[src/hw/rtl/sorted_priority_queue_top_macros.svh]
// Assertion helpers for the sorted priority queue.
`ifndef SORTED_PRIORITY_QUEUE_TOP_MACROS_SVH
`define SORTED_PRIORITY_QUEUE_TOP_MACROS_SVH
`ifndef SYNTHESIS
`define SPQ_ASSERT_ALWAYS(label, clk, rst, cond, msg) \
   label: assert property (@(posedge clk) disable iff (rst) (cond)) else $error(msg);
`define SPQ_ASSERT_IMPLY(label, clk, rst, ante, cons, msg) \
   label: assert property (@(posedge clk) disable iff (rst) (ante) |-> (cons)) else $error(msg);
`else
`define SPQ_ASSERT_ALWAYS(label, clk, rst, cond, msg)
`define SPQ_ASSERT_IMPLY(label, clk, rst, ante, cons, msg)
`endif
`endif

[src/hw/rtl/spq_pkg.sv]
`timescale 1ns / 1ps
package spq_pkg;

   localparam int PRIO_W = 32;
   localparam int TAG_W  = 16;
   localparam int OCC_W  = 5;
   localparam int CODE_W = 2;

   localparam logic REQ_INSERT  = 1'b0;
   localparam logic REQ_EXTRACT = 1'b1;

   localparam logic [CODE_W-1:0] ST_DONE  = 2'd0;
   localparam logic [CODE_W-1:0] ST_EMPTY = 2'd1;
   localparam logic [CODE_W-1:0] ST_FULL  = 2'd2;

   typedef struct packed {
      logic                     req_type;
      logic signed [PRIO_W-1:0] priority_req;
      logic        [TAG_W-1:0]  tag;
   } req_word_type;

   typedef struct packed {
      logic [TAG_W-1:0]  out_tag;
      logic [CODE_W-1:0] status;
      logic [OCC_W-1:0]  occupancy;
   } rsp_word_type;

   typedef struct packed {
      logic signed [PRIO_W-1:0] prio;
      logic        [TAG_W-1:0]  tag;
   } entry_type;

   typedef enum logic [2:0] {
      S_IDLE,
      S_INS_RD,
      S_INS_CMP,
      S_EXT_RD,
      S_EXT_DATA,
      S_FINISH
   } state_type;

   typedef struct packed {
      logic accept;
      logic rd_head;
      logic rd_idx;
      logic wr_new;
      logic wr_moved;
      logic dec_idx;
      logic take_head;
      logic load_rsp;
   } cmd_type;

   typedef struct packed {
      logic empty;
      logic full;
      logic idx_zero;
      logic prio_ge;
   } dp_stat_type;

endpackage

[src/hw/rtl/spq_datapath.sv]
`timescale 1ns / 1ps
module spq_datapath #(
   parameter int DEPTH = 16
) (
   input  logic                 clock,
   input  logic                 reset,
   input  spq_pkg::req_word_type req_word,
   input  spq_pkg::cmd_type     cmd,
   output spq_pkg::dp_stat_type stat,
   output spq_pkg::rsp_word_type rsp_word
);

   localparam int AW = (DEPTH > 1) ? $clog2(DEPTH) : 1;
   localparam int CW = $clog2(DEPTH + 1);
   localparam int SW = CW + 1;

   spq_pkg::entry_type mem [DEPTH];
   spq_pkg::entry_type rd_ff;

   logic [AW-1:0] head_ff, head_in;
   logic [CW-1:0] count_ff, count_in;
   logic [CW-1:0] idx_ff;
   spq_pkg::entry_type new_ff;
   logic [spq_pkg::CODE_W-1:0] code_ff;
   logic [spq_pkg::TAG_W-1:0]  tag_ff;
   spq_pkg::rsp_word_type      rsp_ff;

   logic [SW-1:0] wr_sum, wr_wrap, rd_sum, rd_wrap;
   logic [AW-1:0] wr_addr, rd_addr;
   logic          wr_en;
   spq_pkg::entry_type wr_data;
   logic [spq_pkg::CODE_W-1:0] code_in;

   // Slots are kept in a ring: logical slot i lives at head + i.
   always_comb begin
      wr_sum  = SW'(head_ff) + SW'(idx_ff);
      wr_wrap = (wr_sum >= SW'(DEPTH)) ? wr_sum - SW'(DEPTH) : wr_sum;
      wr_addr = wr_wrap[AW-1:0];
      rd_sum  = cmd.rd_head ? SW'(head_ff) : SW'(head_ff) + SW'(idx_ff) - SW'(1);
      rd_wrap = (rd_sum >= SW'(DEPTH)) ? rd_sum - SW'(DEPTH) : rd_sum;
      rd_addr = rd_wrap[AW-1:0];
      wr_en   = cmd.wr_new | cmd.wr_moved;
      wr_data = cmd.wr_new ? new_ff : rd_ff;
   end

   always_ff @(posedge clock) begin
      if (wr_en) begin
         mem[wr_addr] <= wr_data;
      end
      if (cmd.rd_head | cmd.rd_idx) begin
         rd_ff <= mem[rd_addr];
      end
   end

   always_comb begin
      stat.empty    = (count_ff == '0);
      stat.full     = (count_ff == CW'(DEPTH));
      stat.idx_zero = (idx_ff == '0);
      stat.prio_ge  = ($signed(rd_ff.prio) >= $signed(new_ff.prio));
   end

   always_comb begin
      code_in = spq_pkg::ST_DONE;
      if (req_word.req_type == spq_pkg::REQ_INSERT && stat.full) begin
         code_in = spq_pkg::ST_FULL;
      end else if (req_word.req_type == spq_pkg::REQ_EXTRACT && stat.empty) begin
         code_in = spq_pkg::ST_EMPTY;
      end
   end

   always_comb begin
      head_in  = head_ff;
      count_in = count_ff;
      if (cmd.take_head) begin
         head_in  = (head_ff == AW'(DEPTH - 1)) ? '0 : head_ff + AW'(1);
         count_in = count_ff - CW'(1);
      end else if (cmd.wr_new) begin
         count_in = count_ff + CW'(1);
      end
   end

   always_ff @(posedge clock) begin
      if (reset) begin
         head_ff  <= '0;
         count_ff <= '0;
      end else begin
         head_ff  <= head_in;
         count_ff <= count_in;
      end
   end

   always_ff @(posedge clock) begin
      if (cmd.accept) begin
         new_ff.prio <= req_word.priority_req;
         new_ff.tag  <= req_word.tag;
         idx_ff      <= count_ff;
         code_ff     <= code_in;
         tag_ff      <= '0;
      end else begin
         if (cmd.dec_idx) begin
            idx_ff <= idx_ff - CW'(1);
         end
         if (cmd.take_head) begin
            tag_ff <= rd_ff.tag;
         end
      end
      if (cmd.load_rsp) begin
         rsp_ff.out_tag   <= tag_ff;
         rsp_ff.status    <= code_ff;
         rsp_ff.occupancy <= spq_pkg::OCC_W'(count_ff);
      end
   end

   assign rsp_word = rsp_ff;

endmodule

[src/hw/rtl/spq_ctrl.sv]
`timescale 1ns / 1ps
module spq_ctrl (
   input  logic                 clock,
   input  logic                 reset,
   input  logic                 req_valid,
   input  logic                 req_is_extract,
   output logic                 req_stall,
   output logic                 rsp_valid,
   input  logic                 rsp_stall,
   input  spq_pkg::dp_stat_type stat,
   output spq_pkg::cmd_type     cmd
);

   spq_pkg::state_type state_ff, state_in;
   logic rsp_valid_ff, rsp_valid_in;
   logic rsp_free;

   assign rsp_free = ~rsp_valid_ff | ~rsp_stall;

   always_comb begin
      state_in = state_ff;
      case (state_ff)
         spq_pkg::S_IDLE: begin
            if (req_valid) begin
               if (req_is_extract) begin
                  state_in = stat.empty ? spq_pkg::S_FINISH : spq_pkg::S_EXT_RD;
               end else begin
                  state_in = stat.full ? spq_pkg::S_FINISH : spq_pkg::S_INS_RD;
               end
            end
         end
         spq_pkg::S_INS_RD: begin
            state_in = stat.idx_zero ? spq_pkg::S_FINISH : spq_pkg::S_INS_CMP;
         end
         spq_pkg::S_INS_CMP: begin
            state_in = stat.prio_ge ? spq_pkg::S_FINISH : spq_pkg::S_INS_RD;
         end
         spq_pkg::S_EXT_RD: begin
            state_in = spq_pkg::S_EXT_DATA;
         end
         spq_pkg::S_EXT_DATA: begin
            state_in = spq_pkg::S_FINISH;
         end
         spq_pkg::S_FINISH: begin
            if (rsp_free) begin
               state_in = spq_pkg::S_IDLE;
            end
         end
         default: begin
            state_in = spq_pkg::S_IDLE;
         end
      endcase
   end

   always_comb begin
      cmd       = '0;
      req_stall = 1'b1;
      case (state_ff)
         spq_pkg::S_IDLE: begin
            req_stall  = 1'b0;
            cmd.accept = req_valid;
         end
         spq_pkg::S_INS_RD: begin
            // At the top of the list: drop the new word into the free slot.
            cmd.wr_new = stat.idx_zero;
            cmd.rd_idx = ~stat.idx_zero;
         end
         spq_pkg::S_INS_CMP: begin
            // Stop behind an equal or higher priority, else move that word down.
            cmd.wr_new   = stat.prio_ge;
            cmd.wr_moved = ~stat.prio_ge;
            cmd.dec_idx  = ~stat.prio_ge;
         end
         spq_pkg::S_EXT_RD: begin
            cmd.rd_head = 1'b1;
         end
         spq_pkg::S_EXT_DATA: begin
            cmd.take_head = 1'b1;
         end
         spq_pkg::S_FINISH: begin
            cmd.load_rsp = rsp_free;
         end
         default: begin
            cmd = '0;
         end
      endcase
   end

   always_comb begin
      rsp_valid_in = rsp_valid_ff;
      if (cmd.load_rsp) begin
         rsp_valid_in = 1'b1;
      end else if (~rsp_stall) begin
         rsp_valid_in = 1'b0;
      end
   end

   always_ff @(posedge clock) begin
      if (reset) begin
         state_ff     <= spq_pkg::S_IDLE;
         rsp_valid_ff <= 1'b0;
      end else begin
         state_ff     <= state_in;
         rsp_valid_ff <= rsp_valid_in;
      end
   end

   assign rsp_valid = rsp_valid_ff;

endmodule

[src/hw/rtl/sorted_priority_queue_top.sv]
// Bounded max-priority queue of DEPTH entries held in one memory as a ring
// kept in priority order. An insert word places its entry behind every stored
// entry of equal or higher priority (equal priorities leave first-in
// first-out); an extract word removes the front entry and returns its tag.
// Each request gives one response word with the tag (zero unless an entry was
// extracted), a status (done, extract from empty, insert dropped because full)
// and the occupancy after the request. An extract reads the front entry and then
// takes it off. An insert walks the ring from the back, one read and one write
// of the memory per stored entry of lower priority that it passes; a dropped
// insert or an empty extract goes straight to its response. One request is
// worked on at a time; a new request is taken while the previous response
// still waits on rsp_stall. No clearing pass runs after reset.
`timescale 1ns / 1ps
`include "sorted_priority_queue_top_macros.svh"
module sorted_priority_queue_top #(
   parameter int DEPTH = 16
) (
   input  logic                  clock,
   input  logic                  reset,
   input  logic                  req_valid,
   output logic                  req_stall,
   input  spq_pkg::req_word_type req_word,
   output logic                  rsp_valid,
   input  logic                  rsp_stall,
   output spq_pkg::rsp_word_type rsp_word
);

   spq_pkg::cmd_type     dp_cmd;
   spq_pkg::dp_stat_type dp_stat;

   spq_ctrl u_ctrl (
      .clock          (clock),
      .reset          (reset),
      .req_valid      (req_valid),
      .req_is_extract (req_word.req_type == spq_pkg::REQ_EXTRACT),
      .req_stall      (req_stall),
      .rsp_valid      (rsp_valid),
      .rsp_stall      (rsp_stall),
      .stat           (dp_stat),
      .cmd            (dp_cmd)
   );

   spq_datapath #(
      .DEPTH (DEPTH)
   ) u_datapath (
      .clock    (clock),
      .reset    (reset),
      .req_word (req_word),
      .cmd      (dp_cmd),
      .stat     (dp_stat),
      .rsp_word (rsp_word)
   );

   `SPQ_ASSERT_IMPLY(a_no_write_while_open, clock, reset, !req_stall, !(dp_cmd.wr_new || dp_cmd.wr_moved), "memory written while taking requests")
   `SPQ_ASSERT_IMPLY(a_full_occupancy, clock, reset, rsp_valid && rsp_word.status == spq_pkg::ST_FULL, rsp_word.occupancy == spq_pkg::OCC_W'(DEPTH) && rsp_word.out_tag == '0, "dropped insert with wrong occupancy")
   `SPQ_ASSERT_IMPLY(a_empty_extract, clock, reset, rsp_valid && rsp_word.status == spq_pkg::ST_EMPTY, rsp_word.occupancy == '0 && rsp_word.out_tag == '0, "empty extract with stored entries")
   `SPQ_ASSERT_ALWAYS(a_not_full_and_empty, clock, reset, !(dp_stat.full && dp_stat.empty), "count both full and empty")

endmodule

[config.mk]
export PLATFORM = sky130hd
export DESIGN_NAME = sorted_priority_queue_top
export DESIGN_NICKNAME = d
export VERILOG_FILES = /design/src/hw/rtl/spq_pkg.sv /design/src/hw/rtl/spq_datapath.sv /design/src/hw/rtl/spq_ctrl.sv /design/src/hw/rtl/sorted_priority_queue_top.sv
export VERILOG_INCLUDE_DIRS = /design/src /design/src/hw/rtl
export SDC_FILE = /design/constraint.sdc
export NUM_CORES = 1
export LEC_CHECK = 0
export BUFFER_PORTS_ARGS = -buffer_cell sky130_fd_sc_hd__buf_2
export CORE_UTILIZATION = 56
export CTS_CLUSTER_SIZE = 24
export DETAILED_ROUTE_END_ITERATION = 7
export PLACE_DENSITY = 0.78
export REMOVE_ABC_BUFFERS = 1
export SYNTH_ARGS = -nofsm -noshare
export SYNTH_HDL_FRONTEND = slang
export SYNTH_SLANG_ARGS = --single-unit
[constraint.sdc]
create_clock -name clock -period 4 [get_ports clock]
set_input_delay 0.4 -clock clock [delete_from_list [all_inputs] [get_ports clock]]
set_output_delay 0.4 -clock clock [all_outputs]
set_load 0.02 [all_outputs]
-- After elaboration in Yosys (flattened, before gate mapping)
Memories as Yosys holds them, arrays and structs flattened. A register that Yosys moved wholly into a read port is not among the register bits.
Cells that the tools add are included.
- output and inout port bits: 25
- input port bits: 53
- memory bits (writable): 768
- memories kept: 1
- bits in registers: 107
- memory list (memory ; depth ; bits a word ; rd ports ; clocked after memory_dff ; write ports ; RTL line ; source):
    u_datapath.mem ; 16 ; 48 ; 1 ; 1 ; 1 ; spq_datapath.sv:17 ; spq_pkg::entry_type mem [DEPTH];
- $lt $le $gt $ge: 3
- muxes and demuxes: 30
- bitwise logic cells: 8
- add/subtract/negate cells: 8
- equality and inequality tests: 10
- reductions and logical operators: 8
- operator list (operator ; number):
    2-to-1 mux 48 bit ; 1
    greater-or-equal comparator 32 bit ; 1
    2-to-1 mux 3 bit ; 7
    2-to-1 mux 5 bit ; 4
    one-hot mux 3 bit (6 select lines) ; 1
    greater-or-equal comparator 6 x 5 -> 1 bit (second input constant) ; 2
    2-to-1 mux 4 bit ; 3
    2-to-1 mux 1 bit ; 11
    logical NOT 5 bit ; 2
    subtractor 5 x 1 -> 5 bit (second input constant) ; 2
    subtractor 4 x 1 -> 4 bit (second input constant) ; 2
    adder 4 x 5 -> 6 bit ; 1
    equality test 3 x 2 -> 1 bit (second input constant) ; 2
    equality test 3 bit (second input constant) ; 2
    2-to-1 mux 6 bit ; 1
    subtractor 6 x 1 -> 6 bit (second input constant) ; 1
    adder 5 x 1 -> 5 bit (second input constant) ; 1
    equality test 5 bit (second input constant) ; 1
    inverter 1 bit ; 5
    adder 4 x 1 -> 4 bit (second input constant) ; 1
    equality test 4 bit (second input constant) ; 1
    inequality test 2 x 1 -> 1 bit (second input constant) ; 2
    nonzero test 2 bit ; 2
    equality test 3 x 1 -> 1 bit (second input constant) ; 1
    other kinds (7) ; 10

-- Logic depth before layout (Yosys ltp)
Gate-level depths: netlist of the first run.
- depth in word-level cells: 6
- mapped depth: 14
- mapped depth without buffers: 11

-- Cells and area by module
From an unflattened synthesis of the first run, not the netlist that was laid out.
- cell total of the unflattened synthesis: 1684
- area, all modules: 36268.5 µm²
- by module, submodules not included (module ; area each (µm²) ; cells an instance ; times used):
    spq_datapath ; 35879.4 ; 1641 ; 1
    spq_ctrl ; 389.1 ; 43 ; 1

-- Worst setup path before layout of the first run
No wires, ideal clock.
- path kind: flip-flop to flip-flop
- start: reg u_datapath.idx_ff[1]
- end: mem u_datapath.mem[6][0] in the netlist's numbering, enable pin
- data arrival time: 3.769 ns
- setup time: 0.454 ns
- path buffers: 0
- clock period less this slack: 4.222 ns
- path slack: -0.222 ns
- stages on the path, launching flop included: 8
- cell sequence: edfxtp_1 > inv_1 > ha_1 > or4b_4 > or3_1 > nand2_2 > nand2_1 > nor2_1
- cells in the longest elaborated chain, start to end: 5
- elaborated cells on any way between the ends: 9
- those cells by class: 2 x add/sub; 1 x order compare; 4 x mux; 1 x bitwise; 1 x reduce/logical
- ends and longest elaborated chain (what ; RTL line ; source):
    start: declaration ; spq_datapath.sv:22 ; logic [CW-1:0] idx_ff;
    start signal: assignment ; spq_datapath.sv:96 ; idx_ff <= count_ff;
    start signal: assignment ; spq_datapath.sv:101 ; idx_ff <= idx_ff - CW'(1);
    branches (longest 5 deep; another with adder 4 x 5 -> 6 bit) ; n/a ;
    end: declaration ; spq_datapath.sv:17 ;
Parallel ways; which one is timed is not known.

==> flow_summary_export.csv, run 1 <==
group,metric,value,unit
route,firstDrtPassIters,8,
synth,netlist_area,37100,sq um
clock_network,h-tree-depth,3,
route,wl_per_cell,24.0,microns
worst_setup_path,cp.required,4.34,ns
timing,finalWorstSetupSlack,0.179,ns
clock_network,cts_resized,0,
final_layout,post_route_cells_drive_above_1_share,12.1,%
synth,postSynth.asyncResetShare,0,%
placed_design,portBuffers,77,
clock_network,root_buffer,"clkbuf_16",
timing,rsz0062_at_grt,"false",
global_route,overflow,0,
final_layout,fillers,4428,
timing,tightest_slew,0.866,ns
timing,period_minus_slack,3.82,ns
job,drv_cap,0,
synth,synth_edf_count,894,
synth,synthCells,2777,
global_route,grt_use_total,27.2,%
timing,clock_skew,0.0291,ns
floorplan,die_h,259,microns
synth,synth_cell_types,55,
final_layout,num-nets-final,2997,
global_route,grt_max_degree,145,
worst_setup_path,arrival,4.16,ns
route,num_vias,23853,
timing,maxSlewViolCount,0,
global_route,grt_pass1_wl,137000,microns
placed_design,pre_cts_slack,0.349,ns
clock_network,clock_latency,0.65,ns
floorplan,die_w,259,microns
final_layout,multi_input_area,8990,sq um
route,drtIter0Drc,3128,
clock_network,cts_num_sinks,923,
hold_path,hp-class,"in2reg",
synth,avgSynthCellArea,13.4,sq um
route,routed_via_density,6.22,
placed_design,gp_congestion,0.834,
final_layout,seqCellArea,27400,sq um
placed_design,dp_hpwl,47500,microns
route,finalWirelength,92100,microns
clock_network,tritoncts,"built",
floorplan,std_cell_rows,94,
global_route,grt_pass1_vias,23438,
floorplan,start_util,56.6,%
timing,slew_headroom,42.0,%
status,violations,"DRC",
synth,seq_area_frac_synth,73.9,%
worst_setup_path,path_max_fanout,25,
synth,synth.yosys.warnings,0,
final_layout,area_growth,14.6,%
final_layout,n_antenna_cell,0,
floorplan,io_pins,78,
worst_setup_path,critical_path_class,"reg2reg",
worst_setup_path,end_kind,"flip-flop",
route,drtAntennaViolNets,0,
global_route,antenna_found_initial,0,
synth,synth-seq-cells,923,
worst_setup_path,cp-start-kind,"flip-flop",
timing,hold_violations,0,
timing,max_freq,0.262,GHz
timing,finalSetupViolations,0,
clock_network,cts_buffers,89,
route,remaining_drc_errors,1,
floorplan,coreArea,65600,sq um
synth,ys.flop_type,"edfxtp_1",
floorplan,die_area,67300,sq um
clock_network,cts.path.max_buffers,3,
status,status,"finished with violations",
clock_network,clk_pin_slew,0.06,ns
timing,final_min_period_over_clock_period,95.5,%
## cell usage after synthesis, drive strengths merged (2+ instances only)
cell / n / area (sq um)
nor4: 2 / 12.5
edfxtp: 894 / 26800
nor3b: 2 / 15.0
a31oi: 51 / 319
fa: 2 / 40.0
ha: 45 / 563
o21ai: 13 / 68.8
nor2b: 2 / 12.5
o31a: 2 / 17.5
a21boi: 2 / 15.0
nor3: 5 / 30.0
a211oi: 51 / 383
a311oi: 100 / 876
dfxtp: 29 / 581
clkbuf: 101 / 379
xor2: 4 / 35.0
mux2: 49 / 586
inv: 42 / 158
nand3: 386 / 1940
mux2i: 4 / 40.0
nand3b: 2 / 27.5
xnor2: 10 / 87.6
a21o: 4 / 30.0
clkinv: 2 / 7.51
a21oi: 49 / 245
and2: 50 / 313
buf: 72 / 379
or4: 3 / 22.5
nand2b: 11 / 68.8
nand4: 4 / 25.0
nor2: 37 / 139
nand2: 736 / 2770
## worst max-delay path, cell delays in order, from the launching register on
cell	delay (ns)
edfxtp_1	0.40
ha_1	0.34
and4_1	0.25
nand4_1	0.18
or4_1	0.55
a31oi_1	0.53
nand2_1	0.20
nand3_4	0.28
buf_12	0.26
mux2_2	0.50
## cell type report
| class | instances | area share, % |
|---|---|---|
| Timing Repair Buffer | 202 | 4.59 |
| Clock inverter | 51 | 1.33 |
| Clock buffer | 111 | 5.53 |
| Inverter | 44 | 0.391 |
| Sequential cell | 923 | 64.5 |
| Multi-Input combinational cell | 1637 | 21.1 |
| Tap cell | 864 | 2.54 |
## timing repair
item | CTS | global route
hold buffers | 47 | 0
endpoints found under the hold margin | 47 | 0
setup buffers | 0 | 0
## logic make-up after synthesis
kind of cell / after synthesis / share of synthesized area (%)
simple gates: 1245 / 14.6
flops: 923 / 73.9
compound gates: 278 / 5.42
buf+inv: 217 / 2.49
mux: 53 / 1.69
fa+ha+maj: 47 / 1.62
xor+xnor: 14 / 0.330
## per-stage QoR
stage          instances  hold slack (ns)  setup TNS [ns]  utilization, %  cell area, sq um
4_1_cts             3832          0.00296               0            64.8             42500
6_report            3832           0.0107               0            64.8             42500
3_5_place_dp        3623            0.408               0            59.6             39100
3_3_place_gp        3623            0.404               0            59.6             39100
5_1_grt             3832          0.00120               0            64.8             42500
2_1_floorplan       2604            0.400         -887.40               -             36400
## layer usage
| layer | track usage, % | vias to the layer above | wire length (microns) |
|---|---|---|---|
| li1 | - | 10491 | - |
| met1 | 34.9 | 11697 | 33900 |
| met2 | 46.5 | 1439 | 46200 |
| met3 | 3.68 | 226 | 8590 |
| met4 | 11.9 | 0 | 3410 |
| met5 | 0 | - | 0 |
## worst paths after layout
path | startpoint | end | slack, ns | cells after the start
setup reg to reg | u_datapath.rd_ff[31] | u_datapath.mem[9][28] | 0.18 | 9
hold / removal | req_word[16] | u_datapath.new_ff[16] | 0.01 | 1
setup / recovery | u_datapath.rd_ff[31] | u_datapath.mem[9][28] | 0.18 | 9
hold reg to reg | u_datapath.code_ff[0] | u_datapath.rsp_word[5] | 0.42 | 0
## state kept, by name, summed over array words and instances, names as in the netlist
name                 cells
u_ctrl.rsp_valid         1
u_ctrl.state_ff          3
u_datapath.code_ff       2
u_datapath.count_ff      5
u_datapath.head_ff       4
u_datapath.idx_ff        5
u_datapath.mem         768
u_datapath.new_ff       48
u_datapath.rd_ff        48
u_datapath.rsp_word     23
u_datapath.tag_ff       16
## layout by cell type (no fill, tap or decap), types with 9 or more instances in the layout
cell,netlist,final
inv_1,42,42
nand2_1,735,735
buf_2,59,77
clkinv_2,0,15
dlygate4sd3_1,0,47
a311oi_1,100,100
xnor2_1,10,10
clkbuf_1,101,20
mux2_4,9,9
bufinv_16,0,11
nand2b_1,11,11
buf_4,3,37
a21oi_1,49,46
nor2_4,0,17
nor2_1,37,20
edfxtp_1,894,894
ha_1,45,45
o21ai_0,10,10
a31oi_1,51,51
nand3_1,384,384
and2_1,46,46
clkinv_1,2,20
mux2_2,40,40
clkbuf_16,0,91
dfxtp_1,29,29
a211oi_1,51,51
buf_12,1,41
Power of run 1 is left out: the tool's default activity adds up to more than one toggle a clock period on the data nets, which glitch-free logic cannot reach.
==> run 2, diff against run 1 <==
--- a/config.mk
+++ b/config.mk
@@ -7,10 +7,11 @@
 export NUM_CORES = 1
 export LEC_CHECK = 0
 export BUFFER_PORTS_ARGS = -buffer_cell sky130_fd_sc_hd__buf_2
-export CORE_UTILIZATION = 56
+export CAP_MARGIN = 20
+export CORE_UTILIZATION = 60
 export CTS_CLUSTER_SIZE = 24
 export DETAILED_ROUTE_END_ITERATION = 7
-export PLACE_DENSITY = 0.78
+export PLACE_DENSITY = 0.8
 export REMOVE_ABC_BUFFERS = 1
 export SYNTH_ARGS = -nofsm -noshare
 export SYNTH_HDL_FRONTEND = slang
==> constraint.sdc (replaced) <==
create_clock -name clock -period 4.2 [get_ports clock]
set_input_delay 0.42 -clock clock [delete_from_list [all_inputs] [get_ports clock]]
set_output_delay 0.42 -clock clock [all_outputs]
set_load 0.02 [all_outputs]
==> run 2 against run 1 <==
The flow now finishes without violations. Cell area shrank 0.63%. Setup slack gained 0.35 ns. Count of clock-buffer cells in the layout grew 6. First-iteration DRC count grew 5.9%. Largest cell class unchanged. Register-to-register slack gained 0.35 ns. Critical path depth is the same. Die area shrank 6.6%. Via count grew 1.7%. Critical endpoint is now u_datapath.mem[9][13]. Highest routed layer unchanged. Non-clock buffer count shrank 5. Worst hold slack gained 0.014 ns. Fmax grew 4.1%.
==> flow_summary_export.csv, run 2 (same netlist as run 1, synthesis figures left out) <==
group,metric,value,unit
status,status,"finished clean",
final_layout,seqCellArea,27400,sq um
placed_design,gp_congestion,0.829,
timing,final_min_period_over_clock_period,87.4,%
worst_setup_path,arrival,4.01,ns
final_layout,num-nets-final,2992,
clock_network,tritoncts,"built",
final_layout,fillers,3744,
clock_network,postCtsSetupBuffers,0,
clock_network,h-tree-depth,3,
route,drtAntennaViolNets,0,
hold_path,min-delay-start,"req_word[22]",
timing,rsz0062_at_grt,"false",
clock_network,root_buffer,"clkbuf_16",
route,routed_via_density,6.47,
floorplan,coreArea,60700,sq um
worst_setup_path,crit_chain,"ha_1, nand4_1, nor4_1, nand2_1, a31oi_1, nand2_1, nand3_4, buf_4, mux2_2",
hold_path,hp-class,"in2reg",
global_route,grt_pass1_wl,139000,microns
route,drtIter0Drc,3312,
floorplan,std_cell_rows,90,
worst_setup_path,end_kind,"flip-flop",
floorplan,die_w,251,microns
job,drv_cap,0,
final_layout,instances_no_fill,3748,
worst_setup_path,slowest_stage,"mux2_2",
placed_design,dpl.cell_count,3536,
final_layout,multi_input_area,8990,sq um
timing,tightest_slew,1.01,ns
worst_setup_path,reg2reg_slack,0.53,ns
final_layout,top_register,"u_datapath.mem",
clock_network,clk_pin_slew,0.06,ns
worst_setup_path,path_max_fanout,21,
clock_network,cts_hold_buf,46,
final_layout,area_growth,13.9,%
global_route,overflow,0,
hold_path,hold-path-endpoint,"u_datapath.new_ff[22]",
timing,finalSetupViolations,0,
timing,maxSlewViolCount,0,
route,remaining_drc_errors,0,
worst_setup_path,cp-start-kind,"flip-flop",
floorplan,start_util,61.2,%
timing,hold_violations,0,
hold_path,min_path_cells,1,
global_route,grt_use_total,29.5,%
route,wl_per_cell,24.7,microns
worst_setup_path,crit_top_cell,"nand2_1",
placed_design,dp_hpwl,46900,microns
global_route,grt_pass1_vias,23897,
placed_design,dpl-instance-area,38900,sq um
final_layout,mostFrequentLayoutCells,"edfxtp_1 (894), nand2_1 (735), nand3_1 (384), a311oi_1 (100), clkbuf_16 (90)",
worst_setup_path,cp.required,4.54,ns
worst_setup_path,critical_path_class,"reg2reg",
worst_setup_path,r2r-end,"u_datapath.mem[9][13]",
floorplan,io_pins,78,
timing,slew_headroom,32.7,%
final_layout,post_route_cells_drive_above_1_share,11.9,%
clock_network,cts_buffers,89,
floorplan,die_h,251,microns
timing,max_freq,0.272,GHz
final_layout,final_area,42300,sq um
final_layout,reg_top3,"u_datapath.mem (768), u_datapath.new_ff (48), u_datapath.rd_ff (48)",
route,finalWirelength,92800,microns
timing,period_minus_slack,3.67,ns
clock_network,cts_resized,0,
global_route,antenna_found_initial,0,
global_route,grt_max_degree,117,
final_layout,largest_register_ffs,768,
clock_network,clock_latency,0.67,ns
timing,clock_skew,0.0393,ns
clock_network,cts_num_sinks,923,
worst_setup_path,worst-r2r-cell-count,9,
worst_setup_path,cp_slowest_stage_delay,0.52,ns
floorplan,die_area,62900,sq um
placed_design,portBuffers,77,
route,firstDrtPassIters,8,
worst_setup_path,timing.rr.start,"u_datapath.rd_ff[47]",
route,num_vias,24264,
clock_network,cts.path.max_buffers,3,
final_layout,layout_commonest_cell,"edfxtp_1",
run 2: routing by layer:
layer	GRT usage (%)	part of all wire, %	vias to the layer above
li1	-	-	10484
met1	39.3	36	11740
met2	48.7	49	1737
met3	4.48	11	303
met4	13.4	4.0	0
met5	0	0	-
run 2: how the worst max path moves through the flow:
stage,from,end,slack [ns]
after floorplan,u_datapath.idx_ff[0],u_datapath.rd_ff[0],-12.01
after global placement,u_datapath.rd_ff[28],u_datapath.mem[4][12],0.73
after detailed placement,u_datapath.rd_ff[31],u_datapath.mem[14][37],0.67
after CTS,u_datapath.rd_ff[47],u_datapath.mem[13][12],0.62
after global routing,u_datapath.rd_ff[47],u_datapath.mem[0][34],0.40
final,u_datapath.rd_ff[47],u_datapath.mem[9][13],0.53
run 2: worst max-delay path, delay by kind of cell, from the launching register on:
kind                       cells  cell delay, ns
and+or+nand+nor                5            1.19
muxes                          1            0.52
AOI/OAI and AO/OA              1            0.47
buffers and inverters          1            0.40
DFF                            1            0.39
adders and majority gates      1            0.38
run 2: area by class of cell:
| cell class | instances | share of cell area [%] |
|---|---|---|
| diodes | 1 | 0.00592 |
| clock buffers | 117 | 5.62 |
| clock inverters | 47 | 1.13 |
| inverters | 44 | 0.394 |
| multi-input cells | 1637 | 21.3 |
| flip-flops and latches | 923 | 64.9 |
| well taps | 782 | 2.31 |
| repair buffers | 197 | 4.39 |
run 2: metrics by stage:
step	TNS [ns]	worst slack (ns)	hold slack, ns	utilization [%]
4_1_cts	0	0.618	0.00902	69.6
2_1_floorplan	-724.20	-12.01	0.400	-
6_report	0	0.529	0.0248	69.6
3_5_place_dp	0	0.672	0.406	64.2
3_3_place_gp	0	0.726	0.402	64.2
5_1_grt	0	0.397	0.00286	69.6
Power of run 2 is left out for the same reason.
